[src/hdl/slist_pkg.sv]
// ----------------------------------------------------------------------------
// slist_pkg: shared types and constants of the sorted insertion list
// Capacity, field widths, opcode and status codes, request and result types.
// ----------------------------------------------------------------------------
package slist_pkg;

    localparam int CAPACITY    = 16;
    localparam int CNT_W       = $clog2(CAPACITY + 1);

    localparam logic [1:0] OP_INSERT = 2'd0;
    localparam logic [1:0] OP_REMOVE = 2'd1;
    localparam logic [1:0] OP_READ   = 2'd2;

    localparam logic [1:0] ST_OK       = 2'd0;
    localparam logic [1:0] ST_FULL     = 2'd1;
    localparam logic [1:0] ST_NO_MATCH = 2'd2;
    localparam logic [1:0] ST_BAD_POS  = 2'd3;

    typedef struct packed {
        logic [1:0]         opcode;
        logic signed [31:0] value;
        logic [3:0]         position;
    } req_t;

    typedef struct packed {
        logic signed [31:0] read_value;
        logic [4:0]         entry_count;
        logic [1:0]         status;
    } rsp_t;

    typedef struct packed {
        logic               insert;
        logic               remove;
        logic signed [31:0] value;
    } cell_ctrl_t;

endpackage

[src/hdl/slist_cell.sv]
// ----------------------------------------------------------------------------
// slist_cell: one storage cell of the sorted insertion list
// Holds one entry, compares it with the request value and shifts it toward
// or away from its neighbors on insert and remove.
// ----------------------------------------------------------------------------
module slist_cell
(
    input  logic                      clk,
    input  slist_pkg::cell_ctrl_t     ctrl,
    input  logic                      occupied,
    input  logic                      tail,
    input  logic                      left_ge,
    input  logic signed [31:0]        left_entry,
    input  logic signed [31:0]        right_entry,
    output logic signed [31:0]        entry,
    output logic                      ge,
    output logic                      eq
);

    logic signed [31:0] entry_reg;
    logic signed [31:0] entry_next;

    assign entry = entry_reg;
    assign ge    = occupied && (entry_reg >= ctrl.value);
    assign eq    = occupied && (entry_reg == ctrl.value);

    always_comb
    begin
        entry_next = entry_reg;
        if (ctrl.insert)
        begin
            if (left_ge)
            begin
                entry_next = left_entry;
            end
            else if (ge || tail)
            begin
                entry_next = ctrl.value;
            end
        end
        else if (ctrl.remove && ge)
        begin
            entry_next = right_entry;
        end
    end

    always_ff @(posedge clk)
    begin
        entry_reg <= entry_next;
    end

endmodule

[src/hdl/sorted_list_insert_remove.sv]
// ----------------------------------------------------------------------------
// sorted_list_insert_remove: bounded sorted list of signed 32-bit values
// Keeps up to CAPACITY entries in ascending order in a row of cells.
// ----------------------------------------------------------------------------
// Usage:
//   A request (req: opcode, value, position) is taken at a rising edge where
//   start is high and busy is low. busy stays low: a new request may be
//   issued in every cycle.
//   Insert places the value before the first entry greater or equal; remove
//   deletes the first equal entry; read returns the entry at position.
//   Each request gives one result (rsp: read_value, entry_count, status)
//   in the next cycle, marked by done for exactly one cycle.
//   Throughput 1 request per cycle. Every cell compares its entry with the
//   request value in parallel and keeps its entry or loads the request value,
//   its left or its right neighbor in the same edge; the 32-bit compare per
//   cell and the count update set the cycle.
//   The result is not held: the receiver takes it in the cycle done is high.
//   Reset empties the list (count zero) and clears done. Entry contents are
//   not reset; only entries below the count are ever read.
// ----------------------------------------------------------------------------
module sorted_list_insert_remove
(
    input  logic              clk,
    input  logic              rst_n,
    input  logic              start,
    output logic              busy,
    input  slist_pkg::req_t   req,
    output logic              done,
    output slist_pkg::rsp_t   rsp
);

    logic [slist_pkg::CNT_W-1:0] count_reg;
    logic [slist_pkg::CNT_W-1:0] count_next;
    logic                        done_reg;
    slist_pkg::rsp_t             rsp_reg;
    slist_pkg::rsp_t             rsp_next;

    slist_pkg::cell_ctrl_t       ctrl;
    logic signed [31:0]          entries [slist_pkg::CAPACITY];
    logic [slist_pkg::CAPACITY-1:0] ge_vec;
    logic [slist_pkg::CAPACITY-1:0] eq_vec;

    logic                        accept;
    logic                        full;
    logic                        any_match;
    logic                        pos_ok;
    logic signed [31:0]          tap_value;
    logic [31:0]                 count_ext;

    assign busy   = 1'b0;
    assign accept = start && !busy;
    assign full   = (int'(count_reg) >= slist_pkg::CAPACITY);
    assign any_match = |eq_vec;
    assign pos_ok = (int'(req.position) < int'(count_reg));

    assign ctrl.insert = accept && (req.opcode == slist_pkg::OP_INSERT) && !full;
    assign ctrl.remove = accept && (req.opcode == slist_pkg::OP_REMOVE) && any_match;
    assign ctrl.value  = req.value;

    genvar g;
    generate
        for (g = 0; g < slist_pkg::CAPACITY; g++)
        begin : g_cell
            logic               left_ge;
            logic signed [31:0] left_entry;
            logic signed [31:0] right_entry;

            if (g == 0)
            begin : g_first
                assign left_ge    = 1'b0;
                assign left_entry = '0;
            end
            else
            begin : g_inner_l
                assign left_ge    = ge_vec[g-1];
                assign left_entry = entries[g-1];
            end

            if (g == slist_pkg::CAPACITY - 1)
            begin : g_last
                assign right_entry = '0;
            end
            else
            begin : g_inner_r
                assign right_entry = entries[g+1];
            end

            slist_cell u_cell
            (
                .clk         (clk),
                .ctrl        (ctrl),
                .occupied    (g < int'(count_reg)),
                .tail        (g == int'(count_reg)),
                .left_ge     (left_ge),
                .left_entry  (left_entry),
                .right_entry (right_entry),
                .entry       (entries[g]),
                .ge          (ge_vec[g]),
                .eq          (eq_vec[g])
            );
        end
    endgenerate

    always_comb
    begin
        tap_value = '0;
        for (int i = 0; i < slist_pkg::CAPACITY; i++)
        begin
            if (int'(req.position) == i)
            begin
                tap_value = tap_value | entries[i];
            end
        end
    end

    always_comb
    begin
        count_next = count_reg;
        if (ctrl.insert)
        begin
            count_next = count_reg + 1'b1;
        end
        else if (ctrl.remove)
        begin
            count_next = count_reg - 1'b1;
        end
    end

    always_comb
    begin
        count_ext           = 32'(count_next);
        rsp_next.read_value = '0;
        rsp_next.entry_count = count_ext[4:0];
        rsp_next.status     = slist_pkg::ST_OK;
        case (req.opcode)
            slist_pkg::OP_INSERT:
            begin
                if (full)
                begin
                    rsp_next.status = slist_pkg::ST_FULL;
                end
            end
            slist_pkg::OP_REMOVE:
            begin
                if (!any_match)
                begin
                    rsp_next.status = slist_pkg::ST_NO_MATCH;
                end
            end
            slist_pkg::OP_READ:
            begin
                if (pos_ok)
                begin
                    rsp_next.read_value = tap_value;
                end
                else
                begin
                    rsp_next.status = slist_pkg::ST_BAD_POS;
                end
            end
            default:
            begin
                rsp_next.status = slist_pkg::ST_OK;
            end
        endcase
    end

    always_ff @(posedge clk or negedge rst_n)
    begin
        if (!rst_n)
        begin
            count_reg <= '0;
            done_reg  <= 1'b0;
        end
        else
        begin
            done_reg <= accept;
            if (accept)
            begin
                count_reg <= count_next;
            end
        end
    end

    always_ff @(posedge clk)
    begin
        if (accept)
        begin
            rsp_reg <= rsp_next;
        end
    end

    assign done = done_reg;
    assign rsp  = rsp_reg;

    a_count_bound: assert property (@(posedge clk) disable iff (!rst_n)
        int'(count_reg) <= slist_pkg::CAPACITY)
        else $error("entry count beyond capacity");

    a_done_follows: assert property (@(posedge clk) disable iff (!rst_n)
        accept |=> done)
        else $error("request without result");

    a_no_spurious: assert property (@(posedge clk) disable iff (!rst_n)
        !accept |=> !done)
        else $error("result without request");

    a_full_count: assert property (@(posedge clk) disable iff (!rst_n)
        done && (rsp.status == slist_pkg::ST_FULL)
        |-> int'(count_reg) == slist_pkg::CAPACITY)
        else $error("insert dropped while not full");

    a_count_step: assert property (@(posedge clk) disable iff (!rst_n)
        done && (rsp.status != slist_pkg::ST_OK) |-> $stable(count_reg))
        else $error("count changed on failed request");

endmodule

[config.mk]
export PLATFORM = sky130hd
export DESIGN_NAME = sorted_list_insert_remove
export DESIGN_NICKNAME = d
export VERILOG_FILES = /design/src/hdl/slist_pkg.sv /design/src/hdl/slist_cell.sv /design/src/hdl/sorted_list_insert_remove.sv
export SDC_FILE = /design/constraint.sdc
export NUM_CORES = 2
export LEC_CHECK = 0
export ABC_CLOCK_PERIOD_IN_PS = 6090
export BUFFER_PORTS_ARGS = -buffer_cell sky130_fd_sc_hd__buf_2
export CORE_UTILIZATION = 60
export CTS_CLUSTER_DIAMETER = 80
export CTS_CLUSTER_SIZE = 8
export DETAILED_ROUTE_END_ITERATION = 8
export HOLD_SLACK_MARGIN = 0.15
export PLACE_DENSITY = 0.79
export RECOVER_POWER = 25
export SKIP_CTS_REPAIR_TIMING = 1
export SYNTH_ARGS = -nofsm -noshare
export SYNTH_HDL_FRONTEND = slang
export SYNTH_SLANG_ARGS = --single-unit
export TNS_END_PERCENT = 10
[constraint.sdc]
create_clock -name clk -period 6.09 [get_ports clk]
set_clock_uncertainty 0.1 [all_clocks]
set_input_delay 0.9135 -clock clk [delete_from_list [all_inputs] [get_ports clk]]
set_output_delay 0.9135 -clock clk [all_outputs]
set_load 0.03 [all_outputs]
Word level (Yosys, flattened, before mapping)
Index checks and enable logic that the tools add are counted.
{"block": "classes", "addsub": 2, "order_cmp": 34, "n_eq_ne": 64, "muxes": 85, "n_bitwise": 15, "reduce_logical": 106}
{"cell": "$mux W32", "count": 79}
{"cell": "$eq A32 B32 Y1", "count": 16}
{"cell": "$ge A32 B32 Y1", "count": 16}
{"cell": "$or A32 B32 Y32", "count": 15}
{"cell": "$logic_and A1 B1 Y1", "count": 52}
{"cell": "$ne A3 B1 Y1 const B", "count": 15}
{"cell": "$eq A5 B5 Y1 const A", "count": 8}
{"cell": "$lt A4 B5 Y1 const A", "count": 8}
{"cell": "$reduce_and A2 Y1", "count": 17}
{"cell": "$eq A4 B4 Y1 const B", "count": 8}
{"cell": "$reduce_bool A2 Y1", "count": 16}
{"cell": "$eq A4 B5 Y1 const A", "count": 4}
{"cell": "$lt A3 B5 Y1 const A", "count": 4}
{"cell": "$eq A4 B3 Y1 const B", "count": 4}
{"cell": "$logic_or A1 B1 Y1", "count": 16}
{"cell": "$reduce_or A16 Y1", "count": 1}
{"cell": "$eq A3 B5 Y1 const A", "count": 2}
{"cell": "$lt A1 B5 Y1 const A", "count": 2}
{"cell": "$lt A2 B5 Y1 const A", "count": 2}
{"cell": "$mux W5", "count": 2}
{"cell": "$eq A4 B2 Y1 const B", "count": 2}
{"cell": "$pmux W2 S3", "count": 1}
{"cell": "$add A5 B1 Y5 const B", "count": 1}
{"cell": "$eq A2 B5 Y1 const A", "count": 1}
{"cell": "13 further kinds", "count": 14}
{"block": "word_totals", "regBits": 557, "in_bits": 41, "output_inout_bits": 41, "elab_cells": 327}

Logic depth before layout (Yosys ltp)
{"block": "depth", "word_depth": 32, "mapped_depth": 13, "mapped_depth_nobuf": 10}

By module
From an unflattened synthesis, not the netlist that was laid out.
{"block": "unflattened", "cells_unflattened": 4939, "hier_area_um2": 46085.4}
{"module": "slist_cell (g_cell[0].u_cell ...)", "n_inst": 15, "cells_each": 263, "area_per_inst_um2": 2474.9, "seq_area_each_um2": 960.9}
{"module": "sorted_list_insert_remove", "n_inst": 1, "cells_each": 731, "area_per_inst_um2": 6472.5, "seq_area_each_um2": 1321.3}
{"module": "slist_cell (g_cell[15].u_cell)", "n_inst": 1, "cells_each": 263, "area_per_inst_um2": 2489.9, "seq_area_each_um2": 960.9}

Least setup slack after synthesis
No wires, ideal clock.
{"block": "synth_path", "kind": "input to register", "startpoint": "input port req[25] (netlist bit)", "endpoint": "register g_cell[14].u_cell.entry_reg[0], enable pin", "setup_ns": 0.466, "arrival_ns": 5.551, "required_time_ns": 5.524, "path_slack_ns": -0.026, "stages": 13, "path_buffers": 3, "path_cell_list": "clkbuf_1 -> inv_1 -> ha_1 -> a21o_1 -> a21o_1 -> a211oi_1 -> o311ai_1 -> o21a_1 -> nor3_1 -> buf_4 -> buf_4 -> a31oi_1 -> o21ai_0"}
{"block": "synth_between", "elab_chain_len": 7, "word_cells_on_any_way": 43, "classes_between": "order compare (2); eq/ne (17); reduce/logical (24)"}
{"element": "start, declared", "line_no": "sorted_list_insert_remove.sv:27", "rtl": "input slist_pkg::req_t req,"}
{"element": "parallel branches: the longest is 6 deep, another holds $ge A32 B32 Y1"}
{"element": "$reduce_and A2 Y1 (no source line) *"}
{"element": "end signal, assigned", "line_no": "slist_cell.sv:49", "rtl": "entry_reg <= entry_next;"}
{"element": "end, declared", "line_no": "slist_cell.sv:20", "rtl": "logic signed [31:0] entry_reg;"}
Every way passes the cells marked *.
A chain may end at the register's enable or synchronous reset.

Final worst setup path
{"block": "layout_path", "startpoint": "input port req[21] (netlist bit)", "endpoint": "register g_cell[5].u_cell.entry_reg[22], enable pin"}
{"block": "layout_between", "elab_chain_len": 7, "word_cells_on_any_way": 43, "classes_between": "order compare (2); eq/ne (17); reduce/logical (24)"}
{"element": "parallel branches: the longest is 6 deep, another holds $ge A32 B32 Y1"}
{"element": "$reduce_and A2 Y1 (no source line) *"}
{"element": "end signal, assigned", "line_no": "slist_cell.sv:49"}
{"element": "end, declared", "line_no": "slist_cell.sv:20"}
Marks and branches as above.

==> results.toml <==
[clock_network]
cts_buffers = 80
cts.sinks = 557
clock_latency_ns = 0.66
clockBufferDepth = 3
path_clk_slew_ns = 0.05
root_buffer = "clkbuf_16"
cts_htree_levels = 3
cts_tree = "done"

[finish]
fin_cells = 5302
final_core_util = 0.667
fin_nets = 4890
layout_common_cells = "edfxtp_1 (551), ha_1 (520), nand2_1 (462)"
layout_commonest_cell = "edfxtp_1"
fillCellCount = 5507
largest_reg_flops = 512
drive_above_1_share = 0.0791
areaGrowthSynthToFinish_pct = 9.72

[global_route]
grt_pass1_vias = 37600
antenna_found_initial = 8
grt_pass1_wl_um = 269000
grt_usage = 0.528
grt_max_degree = 239
overflow = 0

[route]
via_per_inst = 7.59
postRouteAntennaNets = 0
drc = 0
wl_um = 193000
wl_per_cell_um = 36.4
first_pass_iters = 9
vias = 40200
drtIter0Drc = 7069

[worst_hold_path]
worst_hold_startpoint = "g_cell[15].u_cell.entry[12]$_SDFFCE_PN0P_"
hold_path.class = "reg -> reg"

[synth]
syn_inst = 4294
seq_area_frac_synth = 0.391
synth_area_um2 = 42700
synth_seq_cells = 557
yosys.cell_types.count = 83
synth_nets = 4855
synth_edf_count = 551
ys_warn_count = 0
ys.flop_type = "edfxtp_1"
avgSynthCellArea_um2 = 9.95
ys_async_sr_fraction = 0.0108

[timing]
drv_slew = 164
setup_viol = 0
slew_headroom = -1.15
max_freq_mhz = 176
tightest_slew_ns = 3.20
post-route-period-util = 0.934
report.final.hold_viol_count = 0
fin_setup_tns_ns = 0
min_period_ns = 5.69
rsz0062_at_grt = "no"

[setup_path]
worstSetupPathType = "in -> reg"
reg2reg_from = "count_reg[1]$_DFFE_PN0P_"
cp_max_fo = 25
cp-start-kind = "input pin"
critPathCaptureType = "flop"
crit_path_start = "req[21]"
crit_arrival_ns = 5.87
cp.required_ns = 6.28

[floorplanning]
dieArea_um2 = 72300
fp.coreArea_um2 = 70300
die_y_um = 269
ios = 82
die_w_um = 269
rows = 97
initial_utilization = 0.608

[placed_design]
place_congestion = 1.12
port_buffers = 80
placed_cells = 5186
dp_hpwl_um = 135000

[power]
p_leak_nw = 19.1
vdd_ir_drop_max_mv = 0.290
pwr_density_cell_nw_per_um2 = 319

[job]
maxCapViolCount = 7

[status]
status = "finished with violations"
violations = "max-capacitance violations, max-slew violations"
## report_power, final
part / switching (mW) / internal, mW / leakage, nW / total (mW)
combinational: 3.69 / 1.84 / 12.8 / 5.53
clock: 1.79 / 2.42 / 1.08 / 4.21
sequential: 0.495 / 4.70 / 5.13 / 5.20
total: 5.98 / 8.95 / 19.1 / 14.9
## final cells by class
type	instances	area, um2	share of cell area
Clock buffer	104	2110	0.0451
Timing Repair Buffer	234	1890	0.0404
Antenna cell	3	7.51	0.000160
Inverter	81	305	0.00651
Sequential cell	557	16700	0.356
Clock inverter	8	138	0.00294
Tap cell	940	1180	0.0251
Multi-Input combinational cell	3375	24600	0.524
## through the flow
step                      setup slack (ns)  hold WS (ns)  power, mW  instance area [um2]
final                                0.403         0.501       14.9                46900
after global routing                 0.481         0.552       15.1                46900
after CTS                             1.20        0.0257       14.6                47000
after detailed placement             0.558         0.491       10.4                44800
after global placement               0.584         0.481       10.3                44800
after floorplan                    0.00621         0.450       8.52                42700
## path summary, 6_finish.rpt
kind | to | slack [ns] | cells after the start
max in group asynchronous | count_reg[3]$_DFFE_PN0P_ | 4.65 | 2
min in group asynchronous | done$_DFF_PN0_ | 0.76 | 2
worst min-delay path | g_cell[14].u_cell.entry[12]$_DFFE_PP_ | 0.50 | 2
worst min register to register | g_cell[14].u_cell.entry[12]$_DFFE_PP_ | 0.50 | 2
worst max-delay path | g_cell[5].u_cell.entry[22]$_DFFE_PP_ | 0.40 | 13
worst max register to register | rsp[37]$_SDFFCE_PN0P_ | 0.49 | 10
## cell families after synthesis
family	share of synthesized area
xor gates and xnor gates	0.00123
other	0.0000878
adders and majority gates	0.152
buffers and inverters	0.0421
and+or+nand+nor	0.115
DFF	0.391
AOI/OAI and AO/OA	0.201
muxes	0.0972
## critical path, stage by stage
cell,delay [ns]
buf_2,0.32
inv_1,0.31
ha_1,0.45
a21oi_1,0.13
o21ai_0,0.76
a221oi_1,0.26
o221ai_1,0.16
a211oi_1,0.12
nor3_4,0.30
clkbuf_1,1.23
a21oi_1,0.26
nor2_4,0.28
buf_12,0.35
## routing by layer
metal | part of all wire | GRT usage | vias to the layer above
met3 | 0.17 | 0.227 | 1018
met5 | 0.0011 | 0.0203 | -
met2 | 0.39 | 0.724 | 3824
li1 | - | - | 16700
met4 | 0.084 | 0.363 | 8
met1 | 0.35 | 0.664 | 18700
## synth_stat cells (7+ instances only)
cell        n  area share
clkbuf_1  195       0.017
a21o_1     82       0.014
inv_1      77      0.0068
o21a_1      8      0.0014
a22o_1     96       0.020
nor4_1     14      0.0020
o21ai_0   171       0.020
edfxtp_1  551        0.39
o21ai_1   338       0.040
buf_4      24      0.0042
nand2_1   462       0.041
mux2i_1   411       0.096
a21oi_1   278       0.033
a22oi_1    67       0.012
nor3_1     66      0.0077
o211ai_1   22      0.0039
o221ai_1    8      0.0016
buf_6      24      0.0063
a221oi_1  104       0.021
a31oi_1   102       0.015
nand4_1   128       0.019
nor2_1    190       0.017
nand3_1    90       0.011
and3_1     38      0.0056
a211oi_1   22      0.0039
nand2b_1   17      0.0025
buf_2      24      0.0028
nor2b_1    32      0.0047
buf_12      7      0.0033
ha_1      520        0.15
Power figures use the tool's default switching activity.
